## src/rtl/hsv2rgb_pkg.sv

```systemverilog
`timescale 1ns / 1ps
`default_nettype none
// ----------------------------------------------------------------------------
// hsv2rgb_pkg
// Shared types, constants and helpers for the HSV to RGB888/RGB565 converter.
// ----------------------------------------------------------------------------
package hsv2rgb_pkg;

   // Hue is in 1/64 degree: a full turn and one 60 degree sector.
   localparam logic [14:0] HUE_FULL   = 15'd23040;
   localparam logic [11:0] HUE_SECTOR = 12'd3840;

   // Saturation and value are Q8, 256 is 1.0.
   localparam logic [8:0]  ONE_Q8     = 9'd256;
   localparam logic [7:0]  CH_MAX     = 8'd255;

   // ceil(2^24 / 15): exact floor division by 15 for dividends below 2^20.
   localparam int          RECIP_SHIFT = 24;
   localparam logic [20:0] RECIP15     = 21'd1118482;

   // Hue sectors, named by the colors at their start and end.
   localparam logic [2:0] SEC_RED_YEL   = 3'd0;
   localparam logic [2:0] SEC_YEL_GRN   = 3'd1;
   localparam logic [2:0] SEC_GRN_CYAN  = 3'd2;
   localparam logic [2:0] SEC_CYAN_BLUE = 3'd3;
   localparam logic [2:0] SEC_BLUE_MAG  = 3'd4;
   localparam logic [2:0] SEC_MAG_RED   = 3'd5;

   // Input transaction.
   typedef struct packed {
      logic [14:0] hue;
      logic [8:0]  saturation;
      logic [8:0]  brightness;
   } req_type;

   // Result transaction.
   typedef struct packed {
      logic [23:0] rgb888;
      logic [15:0] rgb565_swapped;
   } rsp_type;

   // After the front stage: sector, distance term, chroma and offset in Q16.
   typedef struct packed {
      logic [2:0]  sector;
      logic [11:0] span;
      logic [16:0] chroma;
      logic [16:0] offset;
   } front_type;

   // After the product stage: c*g / 256.
   typedef struct packed {
      logic [2:0]  sector;
      logic [19:0] prod;
      logic [16:0] chroma;
      logic [16:0] offset;
   } prod_type;

   // After the quotient stage: secondary component x.
   typedef struct packed {
      logic [2:0]  sector;
      logic [16:0] second;
      logic [16:0] chroma;
      logic [16:0] offset;
   } comp_type;

endpackage

`default_nettype wire

```

## src/rtl/hsv2rgb_front.sv

```systemverilog
`timescale 1ns / 1ps
`default_nettype none
// ----------------------------------------------------------------------------
// hsv2rgb_front
// First stage: hue wrap, input clamps, sector decode, chroma and offset.
// ----------------------------------------------------------------------------
module hsv2rgb_front (
   input  wire                     clock,
   input  wire                     reset,
   input  wire                     in_valid,
   output logic                    in_stall,
   input  hsv2rgb_pkg::req_type    in_data,
   output logic                    out_valid,
   input  wire                     out_stall,
   output hsv2rgb_pkg::front_type  out_data
);

   logic                   valid_ff;
   hsv2rgb_pkg::front_type data_ff;
   hsv2rgb_pkg::front_type data_in;
   logic                   load;

   logic [14:0] hue_wrap;
   logic [8:0]  sat_cl;
   logic [8:0]  val_cl;
   logic [2:0]  sector;
   logic [14:0] base;
   logic [11:0] pos;
   logic [17:0] prod_sv;

   // Wrap hue into one turn and clamp saturation and value to one.
   always_comb begin
      hue_wrap = (in_data.hue >= hsv2rgb_pkg::HUE_FULL) ?
                 (in_data.hue - hsv2rgb_pkg::HUE_FULL) : in_data.hue;
      sat_cl   = (in_data.saturation > hsv2rgb_pkg::ONE_Q8) ?
                 hsv2rgb_pkg::ONE_Q8 : in_data.saturation;
      val_cl   = (in_data.brightness > hsv2rgb_pkg::ONE_Q8) ?
                 hsv2rgb_pkg::ONE_Q8 : in_data.brightness;
   end

   // The sector is the number of sector boundaries at or below the hue.
   always_comb begin
      sector = 3'(hue_wrap >= 15'(1 * hsv2rgb_pkg::HUE_SECTOR))
             + 3'(hue_wrap >= 15'(2 * hsv2rgb_pkg::HUE_SECTOR))
             + 3'(hue_wrap >= 15'(3 * hsv2rgb_pkg::HUE_SECTOR))
             + 3'(hue_wrap >= 15'(4 * hsv2rgb_pkg::HUE_SECTOR))
             + 3'(hue_wrap >= 15'(5 * hsv2rgb_pkg::HUE_SECTOR));
      base   = 15'({12'd0, sector} * 15'(hsv2rgb_pkg::HUE_SECTOR));
      pos    = 12'(hue_wrap - base);
   end

   // Odd sectors run the secondary component down instead of up.
   always_comb begin
      prod_sv        = sat_cl * val_cl;
      data_in.sector = sector;
      data_in.span   = sector[0] ? (hsv2rgb_pkg::HUE_SECTOR - pos) : pos;
      data_in.chroma = prod_sv[16:0];
      data_in.offset = {val_cl, 8'd0} - prod_sv[16:0];
   end

   // Stage register; it loads whenever it is empty or its content moves on.
   assign in_stall = valid_ff & out_stall;
   assign load     = ~in_stall;

   always_ff @(posedge clock) begin
      if (reset) begin
         valid_ff <= 1'b0;
      end else if (load) begin
         valid_ff <= in_valid;
      end
   end

   always_ff @(posedge clock) begin
      if (load && in_valid) begin
         data_ff <= data_in;
      end
   end

   assign out_valid = valid_ff;
   assign out_data  = data_ff;

endmodule

`default_nettype wire

```

## src/rtl/hsv2rgb_xcalc.sv

```systemverilog
`timescale 1ns / 1ps
`default_nettype none
// ----------------------------------------------------------------------------
// hsv2rgb_xcalc
// Two stages for the secondary component: x = floor(c * g / 3840).
// The first stage forms c * g / 256, the second divides by 15 by reciprocal.
// ----------------------------------------------------------------------------
module hsv2rgb_xcalc (
   input  wire                     clock,
   input  wire                     reset,
   input  wire                     in_valid,
   output logic                    in_stall,
   input  hsv2rgb_pkg::front_type  in_data,
   output logic                    out_valid,
   input  wire                     out_stall,
   output hsv2rgb_pkg::comp_type   out_data
);

   logic                   prod_valid_ff;
   hsv2rgb_pkg::prod_type  prod_ff;
   hsv2rgb_pkg::prod_type  prod_in;
   logic                   prod_stall;

   logic                   comp_valid_ff;
   hsv2rgb_pkg::comp_type  comp_ff;
   hsv2rgb_pkg::comp_type  comp_in;

   logic [28:0] cg_full;
   logic [40:0] quot_full;

   // Product stage: c * g stays below 2^28, so bits 27:8 hold it over 256.
   always_comb begin
      cg_full        = in_data.chroma * in_data.span;
      prod_in.sector = in_data.sector;
      prod_in.prod   = cg_full[27:8];
      prod_in.chroma = in_data.chroma;
      prod_in.offset = in_data.offset;
   end

   // Quotient stage: floor(q / 15) as a multiply by a rounded-up reciprocal.
   always_comb begin
      quot_full      = prod_ff.prod * hsv2rgb_pkg::RECIP15;
      comp_in.sector = prod_ff.sector;
      comp_in.second = quot_full[hsv2rgb_pkg::RECIP_SHIFT +: 17];
      comp_in.chroma = prod_ff.chroma;
      comp_in.offset = prod_ff.offset;
   end

   // Stall chain: a stage holds only when it is full and the next one holds.
   assign prod_stall = comp_valid_ff & out_stall;
   assign in_stall   = prod_valid_ff & prod_stall;

   always_ff @(posedge clock) begin
      if (reset) begin
         prod_valid_ff <= 1'b0;
         comp_valid_ff <= 1'b0;
      end else begin
         if (!in_stall) begin
            prod_valid_ff <= in_valid;
         end
         if (!prod_stall) begin
            comp_valid_ff <= prod_valid_ff;
         end
      end
   end

   always_ff @(posedge clock) begin
      if (!in_stall && in_valid) begin
         prod_ff <= prod_in;
      end
      if (!prod_stall && prod_valid_ff) begin
         comp_ff <= comp_in;
      end
   end

   assign out_valid = comp_valid_ff;
   assign out_data  = comp_ff;

endmodule

`default_nettype wire

```

## src/rtl/hsv2rgb_pack.sv

```systemverilog
`timescale 1ns / 1ps
`default_nettype none
// ----------------------------------------------------------------------------
// hsv2rgb_pack
// Last stage: channel ordering, scale to 8 bits, RGB888 and swapped RGB565.
// ----------------------------------------------------------------------------
module hsv2rgb_pack (
   input  wire                     clock,
   input  wire                     reset,
   input  wire                     in_valid,
   output logic                    in_stall,
   input  hsv2rgb_pkg::comp_type   in_data,
   output logic                    out_valid,
   input  wire                     out_stall,
   output hsv2rgb_pkg::rsp_type    out_data
);

   logic                   valid_ff;
   hsv2rgb_pkg::rsp_type   data_ff;
   hsv2rgb_pkg::rsp_type   data_in;

   logic [16:0] red_q;
   logic [16:0] grn_q;
   logic [16:0] blu_q;
   logic [7:0]  red_ch;
   logic [7:0]  grn_ch;
   logic [7:0]  blu_ch;
   logic [15:0] p565;

   // Scale a Q16 value to 0..255 as floor(q * 255 / 65536), saturated.
   function automatic logic [7:0] to_channel(input logic [16:0] q);
      logic [24:0] scaled;
      scaled = {q, 8'd0} - 25'(q);
      to_channel = (scaled[24:16] > 9'(hsv2rgb_pkg::CH_MAX)) ?
                   hsv2rgb_pkg::CH_MAX : scaled[23:16];
   endfunction

   // Place chroma and the secondary component by sector, then add the offset.
   always_comb begin
      red_q = 17'd0;
      grn_q = 17'd0;
      blu_q = 17'd0;
      case (in_data.sector)
         hsv2rgb_pkg::SEC_RED_YEL: begin
            red_q = in_data.chroma;
            grn_q = in_data.second;
         end
         hsv2rgb_pkg::SEC_YEL_GRN: begin
            red_q = in_data.second;
            grn_q = in_data.chroma;
         end
         hsv2rgb_pkg::SEC_GRN_CYAN: begin
            grn_q = in_data.chroma;
            blu_q = in_data.second;
         end
         hsv2rgb_pkg::SEC_CYAN_BLUE: begin
            grn_q = in_data.second;
            blu_q = in_data.chroma;
         end
         hsv2rgb_pkg::SEC_BLUE_MAG: begin
            red_q = in_data.second;
            blu_q = in_data.chroma;
         end
         default: begin
            red_q = in_data.chroma;
            blu_q = in_data.second;
         end
      endcase
      red_ch = to_channel(red_q + in_data.offset);
      grn_ch = to_channel(grn_q + in_data.offset);
      blu_ch = to_channel(blu_q + in_data.offset);
   end

   // Pack both output formats; the 565 word goes out with its bytes swapped.
   always_comb begin
      p565                   = {red_ch[7:3], grn_ch[7:2], blu_ch[7:3]};
      data_in.rgb888         = {red_ch, grn_ch, blu_ch};
      data_in.rgb565_swapped = {p565[7:0], p565[15:8]};
   end

   // Output register.
   assign in_stall = valid_ff & out_stall;

   always_ff @(posedge clock) begin
      if (reset) begin
         valid_ff <= 1'b0;
      end else if (!in_stall) begin
         valid_ff <= in_valid;
      end
   end

   always_ff @(posedge clock) begin
      if (!in_stall && in_valid) begin
         data_ff <= data_in;
      end
   end

   assign out_valid = valid_ff;
   assign out_data  = data_ff;

endmodule

`default_nettype wire

```

## src/rtl/hsv_to_rgb565_converter.sv

```systemverilog
`timescale 1ns / 1ps
`default_nettype none
// ----------------------------------------------------------------------------
// hsv_to_rgb565_converter
// Converts a pixel color from HSV to RGB888 and byte-swapped RGB565.
// ----------------------------------------------------------------------------
// The converter takes one transaction per clock while req_stall is low.
// The work runs through four register stages: input clamps and sector
// decode with the 9x9 chroma product, the 17x12 product c*g over 256, the
// reciprocal multiply that divides it by 15, and the channel scaling and
// packing into the output register. Every stage holds its own valid bit, so
// a stall at the output only stops stages that are full; empty stages keep
// taking new transactions. Hue is in 1/64 degree and wraps at 360 degrees;
// saturation and value are Q8 and clamp at 1.0.
// ----------------------------------------------------------------------------
module hsv_to_rgb565_converter (
   input  wire                   clock,
   input  wire                   reset,
   input  wire                   req_valid,
   output logic                  req_stall,
   input  hsv2rgb_pkg::req_type  req_data,
   output logic                  rsp_valid,
   input  wire                   rsp_stall,
   output hsv2rgb_pkg::rsp_type  rsp_data
);

   logic                   front_valid;
   logic                   front_stall;
   hsv2rgb_pkg::front_type front_data;
   logic                   comp_valid;
   logic                   comp_stall;
   hsv2rgb_pkg::comp_type  comp_data;

   // Clamp, wrap and sector decode.
   hsv2rgb_front u_front (
      .clock     (clock),
      .reset     (reset),
      .in_valid  (req_valid),
      .in_stall  (req_stall),
      .in_data   (req_data),
      .out_valid (front_valid),
      .out_stall (front_stall),
      .out_data  (front_data)
   );

   // Secondary component.
   hsv2rgb_xcalc u_xcalc (
      .clock     (clock),
      .reset     (reset),
      .in_valid  (front_valid),
      .in_stall  (front_stall),
      .in_data   (front_data),
      .out_valid (comp_valid),
      .out_stall (comp_stall),
      .out_data  (comp_data)
   );

   // Channel scaling and output formats.
   hsv2rgb_pack u_pack (
      .clock     (clock),
      .reset     (reset),
      .in_valid  (comp_valid),
      .in_stall  (comp_stall),
      .in_data   (comp_data),
      .out_valid (rsp_valid),
      .out_stall (rsp_stall),
      .out_data  (rsp_data)
   );

`ifndef NO_ASSERTIONS
   // The swapped 565 word always matches the top bits of the 888 word.
   assert property (@(posedge clock) disable iff (reset)
      rsp_valid |-> rsp_data.rgb565_swapped ==
         {rsp_data.rgb888[12:10], rsp_data.rgb888[7:3],
          rsp_data.rgb888[23:19], rsp_data.rgb888[15:13]})
      else $error("rgb565 result does not match rgb888 result");

   // With the output register empty, nothing in the pipeline may hold input.
   assert property (@(posedge clock) disable iff (reset)
      !rsp_valid |-> !req_stall)
      else $error("input stalled while the output register is empty");

   // A result held by the output stall keeps the pipeline from taking a new
   // transaction only when every stage is full.
   assert property (@(posedge clock) disable iff (reset)
      req_stall |-> rsp_valid && rsp_stall && comp_valid && front_valid)
      else $error("input stalled with an empty stage in the pipeline");
`endif

endmodule

`default_nettype wire

```

## config.mk

```make
export PLATFORM = sky130hd
export DESIGN_NAME = hsv_to_rgb565_converter
export DESIGN_NICKNAME = d
export VERILOG_FILES = /design/src/rtl/hsv2rgb_pkg.sv /design/src/rtl/hsv2rgb_front.sv /design/src/rtl/hsv2rgb_xcalc.sv /design/src/rtl/hsv2rgb_pack.sv /design/src/rtl/hsv_to_rgb565_converter.sv
export SDC_FILE = /design/constraint.sdc
export NUM_CORES = 1
export LEC_CHECK = 0
export BUFFER_PORTS_ARGS = -buffer_cell sky130_fd_sc_hd__buf_2
export CAP_MARGIN = 20
export CORE_MARGIN = 3
export CORE_UTILIZATION = 55
export DETAILED_ROUTE_END_ITERATION = 10
export HOLD_SLACK_MARGIN = 0.08
export PLACE_DENSITY = 0.81
export RECOVER_POWER = 100
export SYNTH_ARGS = -nofsm -noshare
export SYNTH_HDL_FRONTEND = slang
export SYNTH_HIERARCHICAL = 1
export SYNTH_SLANG_ARGS = --single-unit
```

## constraint.sdc

```tcl
create_clock -name clock -period 10.35 [get_ports clock]
set_input_delay 0.5175 -clock clock [delete_from_list [all_inputs] [get_ports clock]]
set_output_delay 0.5175 -clock clock [all_outputs]
set_load 0.02 [all_outputs]
```

Word-level counts from Yosys, hierarchy flattened
Index checks and enable logic that the tools add are counted.
- logic and storage cells: 83
- register bits: 204
- input bits: 37
- output and inout bits: 42
- multiply operators: 4
- multiplexer cells: 10
- $add $sub $neg: 14
- order comparisons: 11
- equal/unequal tests: 4
- bitwise operators: 5
- reductions and logical operators: 14
- operators by type and width (kind ; number):
    one-hot mux 17 bit (2 select lines) ; 3
    subtractor 25 x 17 -> 25 bit ; 3
    adder 17 bit ; 3
    multiplier 20 x 20 -> 40 bit (second input constant) ; 1
    >= comparator 15 x 14 -> 1 bit (second input constant) ; 2
    >= comparator 15 bit (second input constant) ; 2
    multiplier 17 x 12 -> 28 bit ; 1
    greater-than comparator 9 x 8 -> 1 bit (second input constant) ; 3
    two-way mux 8 bit ; 3
    greater-than comparator 9 bit (second input constant) ; 2
    two-way mux 9 bit ; 2
    multiplier 9 x 9 -> 17 bit ; 1
    subtractor 17 bit ; 1
    >= comparator 15 x 12 -> 1 bit (second input constant) ; 1
    >= comparator 15 x 13 -> 1 bit (second input constant) ; 1
    two-way mux 15 bit ; 1
    subtractor 15 bit (second input constant) ; 1
    two-way mux 12 bit ; 1
    OR reduction 2 bit ; 6
    subtractor 12 bit ; 1
    subtractor 12 bit (first input constant) ; 1
    adder 3 x 1 -> 3 bit ; 3
    == test 3 x 2 -> 1 bit (second input constant) ; 2
    bitwise AND 1 bit ; 4
    8 further kinds ; 13

Depth between registers and ports, before layout
Gate-level depths: netlist of the first run.
- word-level depth: 11
- mapped depth: 26

Modules after synthesis
The synthesis of the first run kept the hierarchy.
- modules (own cells, without submodules) (module ; cells each ; times used ; seq. area each (um^2) ; area each (um^2)):
    hsv2rgb_xcalc ; 1190 ; 1 ; 3373.2 ; 12796.0
    hsv2rgb_front ; 583 ; 1 ; 1461.4 ; 5505.3
    hsv2rgb_pack ; 646 ; 1 ; 740.7 ; 5282.6

Least setup slack after synthesis of the first run
Ideal clock, no wire load.
- kind: input-to-reg
- from: input req_data[8] in the netlist's numbering
- to: register u_front.data_ff, in the netlist u_front/out_data[15] (data pin)
- data arrival time: 5.553 ns
- setup slack: 4.533 ns
- data required time: 10.086 ns
- path buffers: 1
- stages on the path: 23
- library setup time: 0.264 ns
- path through: clkbuf_1 -> nand2b_1 -> inv_1 -> nand2_1 -> fa_1 -> fa_1 -> inv_1 -> fa_1 -> inv_1 -> fa_1 -> inv_1 -> ha_1 -> nor3_1 -> nand2b_1 -> o22ai_1 -> xnor2_1 -> ha_1 -> a211o_1 -> nor3_1 -> a21oi_1 -> a21boi_1 -> a221oi_1 -> xnor2_1
- RTL lines (element ; RTL line ; text):
    start: declaration ; hsv_to_rgb565_converter.sv:21 ; input hsv2rgb_pkg::req_type req_data,
    end signal: assignment ; hsv2rgb_front.sv:75 ; data_ff <= data_in;
    end: declaration ; hsv2rgb_front.sv:19 ; hsv2rgb_pkg::front_type data_ff;

Worst setup path after layout of the first run
- from: register u_xcalc.comp_ff, in the netlist u_xcalc/out_data[53]
- to: register u_pack.data_ff, in the netlist u_pack/out_data[16] (data pin)
- word-level cells in the longest chain between the ends: 6
- elaborated cells on any way between the ends: 10
- those cells by class: add/sub: 2; order compare: 1; eq/ne: 3; mux: 1; reduce/logical: 3
- ends and longest elaborated chain (element ; RTL line ; text):
    start: declaration ; hsv2rgb_xcalc.sv:25 ; hsv2rgb_pkg::comp_type comp_ff;
    start signal: assignment ; hsv2rgb_xcalc.sv:72 ; comp_ff <= comp_in;
    == test 3 x 2 -> 1 bit (tied with other cells) ; hsv2rgb_pack.sv:43 ; case (in_data.sector)
    OR reduction 2 bit (no line) ; - ;
    one-hot mux 17 bit (2 select lines) * ; hsv2rgb_pack.sv:43 ;
    adder 17 bit * ; hsv2rgb_pack.sv:71 ; blu_ch = to_channel(blu_q + in_data.offset);
    subtractor 25 x 17 -> 25 bit * ; hsv2rgb_pack.sv:33 ; scaled = {q, 8'd0} - 25'(q);
    greater-than comparator 9 x 8 -> 1 bit ; hsv2rgb_pack.sv:34 ; to_channel = (scaled[24:16] > 9'(hsv2rgb_pkg::CH_MAX)) ?
    end signal: assignment ; hsv2rgb_pack.sv:94 ; data_ff <= data_in;
    end: declaration ; hsv2rgb_pack.sv:19 ; hsv2rgb_pkg::rsp_type data_ff;
Every way passes the cells marked *; elsewhere a longest branch is shown, timed or not.
A chain may end at the register's enable or synchronous reset.

==> impl_metrics.json, run 1 <==
{
  "via_per_inst": 5.76,
  "cap_violations": 4,
  "dieHeight_um": 213,
  "critPathKind": "reg2reg",
  "drc_errors": 0,
  "antenna_found_initial": 0,
  "finalNetCount": 3044,
  "hold_class": "in2reg",
  "root_buffer": "clkbuf_16",
  "cts.sinks": 187,
  "finClkSkew_ns": 0.0228,
  "vias": 17300,
  "cts_buffers": 17,
  "hold_slack_ns": 0.263,
  "syn-num-nets": 3015,
  "multi_input_area_sq_mm": 0.0160,
  "critPathLaunchType": "flip-flop",
  "hold_viol": 0,
  "hold_depth": 2,
  "core_sq_mm": 0.0421,
  "yosysSeqAreaShare_pct": 23.6,
  "whs_endpoint": "u_xcalc/prod_valid_ff",
  "slew_headroom_pct": -93.0,
  "final_common_cell": "inv_1",
  "synth_area_sq_mm": 0.0236,
  "rows": 75,
  "cts_resized": 0,
  "area_growth_pct": 5.14,
  "syn_inst": 2419,
  "clk_pin_slew_ns": 0.08,
  "worstMarginPinSlew_ns": 2.89,
  "status": "finished, violations left",
  "layout_common_cells": "409 x inv_1, 321 x ha_1, 251 x nand2_1",
  "fin_crit_ns": 6.84,
  "synth_edf_count": 183,
  "final_max_slew_viol_count": 180,
  "r2r_cells": 19,
  "crit_fanout": 17,
  "clk_latency_ns": 0.46,
  "ys_ff_latch": 187,
  "drive_gt1_share_pct": 4.14,
  "synth_flop_cell": "edfxtp_1",
  "syn_area_per_cell_sq_um": 9.75,
  "hold_path_startpoint": "reset",
  "max_freq_mhz": 146,
  "rsz0062_at_grt": "false",
  "drtAntennaViolNets": 0,
  "die-area_sq_mm": 0.0454,
  "setup_viol": 0,
  "synthArstFlopShare_pct": 0,
  "num-fill-cells": 3433,
  "top_level_ports": 79,
  "htreeDepth": 4,
  "routabilityCongestion": 0.903,
  "violations": "capacitance limit, slew limit",
  "cp-end-kind": "flip-flop",
  "first_global_vias": 18300,
  "regArea_sq_mm": 0.00558,
  "dr.first_iter.drc_count": 1326,
  "drt-total-wl_um": 53400,
  "grt_max_degree": 58,
  "grt.overflow.total": 0,
  "grt_pass1_wl_um": 88300,
  "firstDrtPassIters": 5,
  "post-route-period-util_pct": 66.0,
  "clockBufferDepth": 2,
  "arrival_ns": 7.05,
  "dp_hpwl_um": 43000,
  "crit_required_ns": 10.56,
  "ys_warn_count": 6,
  "numPortBuffers": 78,
  "cts_tree": "yes",
  "worstReg2RegStart": "u_xcalc/out_data[53]",
  "rrSetupSlack_ns": 3.51,
  "dp_cells": 2967,
  "antennaDiodeCount": 0,
  "initial_utilization_pct": 56.0,
  "wire_per_inst_um": 17.8,
  "r2r-end": "u_pack/out_data[16]",
  "final_cells": 3000,
  "grt_usage_pct": 24.2,
  "synth_cell_types": 99,
  "finalSetupTns_ns": 0,
  "dieWidth_um": 213,
  "hold_buffers": 0,
  "postCtsSetupRepairBufs": 0
}
## state kept, by name, summed over array words and instances, names as in the netlist
register	cells
u_front/out_data	48
u_front/out_valid	1
u_pack/out_data	24
u_pack/out_valid	1
u_xcalc/comp_in	37
u_xcalc/out_data	54
u_xcalc/out_valid	1
u_xcalc/prod_ff	20
u_xcalc/prod_valid_ff	1
## worst max-delay path, stage by stage (launching register included)
cell and delay [ns]:
edfxtp_1 0.49, o21ai_0 1.33, a22o_1 0.30, ha_1 0.19, fa_1 0.22, a21o_1 0.12, a21oi_1 0.11, o21a_1 0.23
o311ai_0 0.70, a311oi_1 0.23, xor2_1 0.36, ha_1 0.26, nor2_1 0.06, or4b_2 0.62, nor4b_1 0.24, nor4bb_1 0.39
o31ai_1 0.29, nand4_1 0.20, xor2_1 0.08, a21o_1 0.17
## synth_stat cells, types with 29 or more instances
master	number	area, sq um
inv_1	409	1540
ha_1	321	4020
nand2_1	251	942
fa_1	238	4760
edfxtp_1	183	5500
nor2_1	126	473
xnor2_1	84	736
a21oi_1	82	410
and2_1	72	450
clkbuf_1	52	195
a22o_1	51	447
o21ai_0	51	255
a21o_1	49	368
xor2_1	47	412
nand2b_1	33	206
nor3_1	32	160
nor2b_1	29	181
## worst max-delay path by stage
stage	start	endpoint	slack (ns)
after floorplan	req_data[8]	u_front/out_data[15]	4.53
after global placement	req_data[8]	u_front/out_data[15]	4.01
after detailed placement	req_data[8]	u_front/out_data[15]	3.84
after CTS	u_xcalc/out_data[53]	u_pack/out_data[35]	3.87
after global routing	u_xcalc/out_data[51]	u_pack/out_data[22]	2.93
final	u_xcalc/out_data[53]	u_pack/out_data[16]	3.51
## layer usage
layer | vias up | global-route usage [%] | part of all wire (%)
met1 | 8330 | 30.8 | 42
met3 | 131 | 4.03 | 6.0
li1 | 8182 | - | -
met2 | 646 | 41.9 | 49
met4 | 0 | 8.86 | 3.0
met5 | - | 0 | 0
## cell type report
class	instances	area share (%)
clock buffers	17	1.72
flip-flops and latches	187	22.5
repair buffers	84	1.47
clock inverters	15	0.752
multi-input cells	1747	64.6
well taps	539	2.72
inverters	411	6.22
## cells by family after synthesis
kind of cell	share of synthesized area [%]
multiplexers	0.271
AND/OR/NAND/NOR	13.9
flip-flops	23.6
adder cells (fa/ha/maj)	37.2
XOR/XNOR	5.08
buffers and inverters	8.06
AO/OA/AOI/OAI	11.8
## through the flow
| stage | setup WS (ns) | utilization (%) | instance area [sq um] |
|---|---|---|---|
| floorplan | 4.53 | - | 23600 |
| global route | 2.93 | 58.9 | 24800 |
| detailed placement | 3.84 | 57.8 | 24400 |
| global placement | 4.01 | 57.8 | 24400 |
| finish | 3.51 | 58.9 | 24800 |
| CTS | 3.87 | 59.3 | 25000 |
Power of run 1 is left out: the tool's default activity adds up to more than one toggle a clock period on the data nets, which glitch-free logic cannot reach.
==> inputs of run 2 (changes only) <==
Settings changed: ABC_AREA set to 1.
Clock period 10.35 ns to 6.5 ns, I/O delays scaled along.
==> impl_metrics.json, run 2 <==
{
  "max_stage_delay_ns": 0.55,
  "largest_reg_flops": 54,
  "worstMarginPinSlew_ns": 3.01,
  "numPortBuffers": 78,
  "worst-path-buf-inv": 9,
  "rrSetupSlack_ns": 0.71,
  "critical-path-top-delay-family": "adder cells",
  "dp_hpwl_um": 50600,
  "syn_inst": 3383,
  "status": "finished, violations left",
  "post-route-period-util_pct": 91.2,
  "ys_ff_latch": 187,
  "slew_headroom_pct": -100,
  "initial_utilization_pct": 55.9,
  "muxShareOfSynthArea_pct": 0,
  "finalNetCount": 4029,
  "synthTopCellsByCount": "830 x nand2_1, 734 x inv_1, 321 x ha_1",
  "firstDrtPassIters": 7,
  "synth_cell_types": 52,
  "grt_usage_pct": 25.0,
  "max_freq_mhz": 169,
  "fin_util_pct": 59.0,
  "dieHeight_um": 224,
  "drtAntennaViolNets": 0,
  "top_level_ports": 79,
  "synth_top_family_by_area": "adder cells",
  "synth-compound-area-share_pct": 7.49,
  "clockBufferDepth": 2,
  "grt_pass1_wl_um": 103000,
  "drt-total-wl_um": 61200,
  "hold_depth": 3,
  "slowest_stage": "fa_1",
  "crit_fanout": 7,
  "antenna_found_initial": 0,
  "cts_buffers": 17,
  "cap_violations": 4,
  "first_global_vias": 21900,
  "rows": 79,
  "cts_tree": "yes",
  "r2r_cells": 25,
  "synth-xor-area-share_pct": 3.53,
  "synthAdderAreaFrac_pct": 33.5,
  "grt.overflow.total": 0,
  "violations": "capacitance limit, slew limit",
  "synth_top_area_share_pct": 21.0,
  "rsz0062_at_grt": "false",
  "synth.most_common_cell": "nand2_1",
  "final_max_slew_viol_count": 180,
  "whs_endpoint": "u_pack/out_valid",
  "clk_latency_ns": 0.47,
  "layout_common_cells": "838 x nand2_1, 733 x inv_1, 321 x ha_1",
  "crit_required_ns": 6.72,
  "dr.first_iter.drc_count": 1615,
  "hold_class": "in2reg",
  "fin_crit_ns": 5.93,
  "critPathLaunchType": "primary input",
  "synthArstFlopShare_pct": 0,
  "r2r-end": "u_pack/out_data[7]",
  "drc_errors": 0,
  "routabilityCongestion": 0.976,
  "via_per_inst": 5.42,
  "finClkSkew_ns": 0.0162,
  "syn_area_per_cell_sq_um": 7.75,
  "hold_viol": 0,
  "arrival_ns": 6.15,
  "ys_top_cells_by_area": "edfxtp_1 21%, fa_1 18%, ha_1 15%",
  "hold_path_startpoint": "rsp_stall",
  "grt_max_degree": 58,
  "wire_per_inst_um": 15.1,
  "worstReg2RegStart": "u_xcalc/out_data[53]",
  "synth_area_sq_mm": 0.0262,
  "crit_top_cell": "inv_1",
  "dieWidth_um": 224,
  "vias": 22000,
  "htreeDepth": 4,
  "synthSimpleGateAreaFrac_pct": 22.3,
  "synth_top_area_cell": "edfxtp_1",
  "finalSetupTns_ns": 0,
  "synth_flop_cell": "edfxtp_1",
  "postCtsSetupRepairBufs": 0,
  "yosysSeqAreaShare_pct": 21.3,
  "synth_edf_count": 183,
  "cts.sinks": 187,
  "ys_warn_count": 6,
  "syn-num-nets": 3979,
  "critPathKind": "in2reg",
  "drive_gt1_share_pct": 4.61,
  "clk_pin_slew_ns": 0.08,
  "cp-end-kind": "flip-flop",
  "core_sq_mm": 0.0469,
  "die-area_sq_mm": 0.0503,
  "final_common_cell": "nand2_1",
  "root_buffer": "clkbuf_16",
  "setup_viol": 0,
  "area_growth_pct": 5.52
}
-- run 2: changes by cell type in the layout (fill, tap and decap cells not counted), sizes merged, moves of 51 or more --
cell and delta:
inv +331, and2 -72, a22o -51, xnor2 -52, a21oi +72, nand3 +142, nor2 +143, nand2 +613
-- run 2: layer usage --
metal	track usage [%]	share of wire (%)	vias up
met4	7.14	2.4	0
met3	3.64	6.2	138
met2	43.1	48	770
met1	33.1	44	10300
met5	0	0	-
li1	-	-	10700
-- run 2: how the worst max path moves through the flow --
stage,start,to,slack [ns],depth (start not counted)
global placement,req_data[0],u_front/out_data[15],0.16,30
CTS,req_data[0],u_front/out_data[16],0.56,29
global route,req_data[5],u_front/out_data[15],0.03,31
detailed placement,req_data[0],u_front/out_data[16],0.06,28
finish,req_data[17],u_front/out_data[16],0.57,28
floorplan,req_data[6],u_front/out_data[15],0.86,30
-- run 2: area by class of cell --
class | instances | area [sq um]
Antenna cell | 1 | 2.50
Clock buffer | 17 | 425
Clock inverter | 15 | 188
Fill cell | 4291 | 19200
Inverter | 745 | 2800
Multi-Input combinational cell | 2385 | 17400
Sequential cell | 187 | 5580
Tap cell | 607 | 759
Timing Repair Buffer | 97 | 455
-- run 2: worst reg2reg max path: stages, from the launching register on --
cell      delay [ns]
edfxtp_1        0.43
inv_1           0.13
o21ai_0         0.10
nand2_1         0.47
o21ai_1         0.60
o22ai_1         0.34
ha_1            0.25
inv_1           0.07
fa_1            0.40
inv_1           0.10
nand3_1         0.08
nand2_1         0.14
nand3_1         0.10
nand3_1         0.14
xor2_1          0.40
inv_1           0.14
ha_1            0.38
nand2_1         0.10
nor2_1          0.16
nand3_1         0.09
o21ai_0         0.29
nand2_1         0.16
nand2_1         0.09
nand2_1         0.05
nand2_1         0.22
nand2_1         0.10
-- run 2: cell families (layout without fill, tap and decap cells) --
logic type,after synthesis,after routing
other,0,1
AND/OR/NAND/NOR,1389,1389
adder cells (fa/ha/maj),559,559
buffers and inverters,811,874
AO/OA/AOI/OAI,340,340
XOR/XNOR,97,97
flip-flops,187,187
-- run 2: timing repair --
item | 4_1_cts | 5_1_grt
gates resized for setup | 0 | 1
endpoints found under the hold margin | 5 | 0
endpoints found under the setup margin | 0 | 1
hold buffers | 2 | 0
-- run 2: metrics by stage --
stage          hold slack, ns  area [sq um]  instances  setup WS, ns
2_1_floorplan           0.394         26200       3383         0.860
3_3_place_gp            0.401         27200       4019         0.162
3_5_place_dp            0.405         27200       4019        0.0626
4_1_cts                 0.116         27800       4053         0.564
5_1_grt                 0.149         27600       4053        0.0289
6_report                0.144         27700       4054         0.571
Power of run 2 is left out for the same reason.
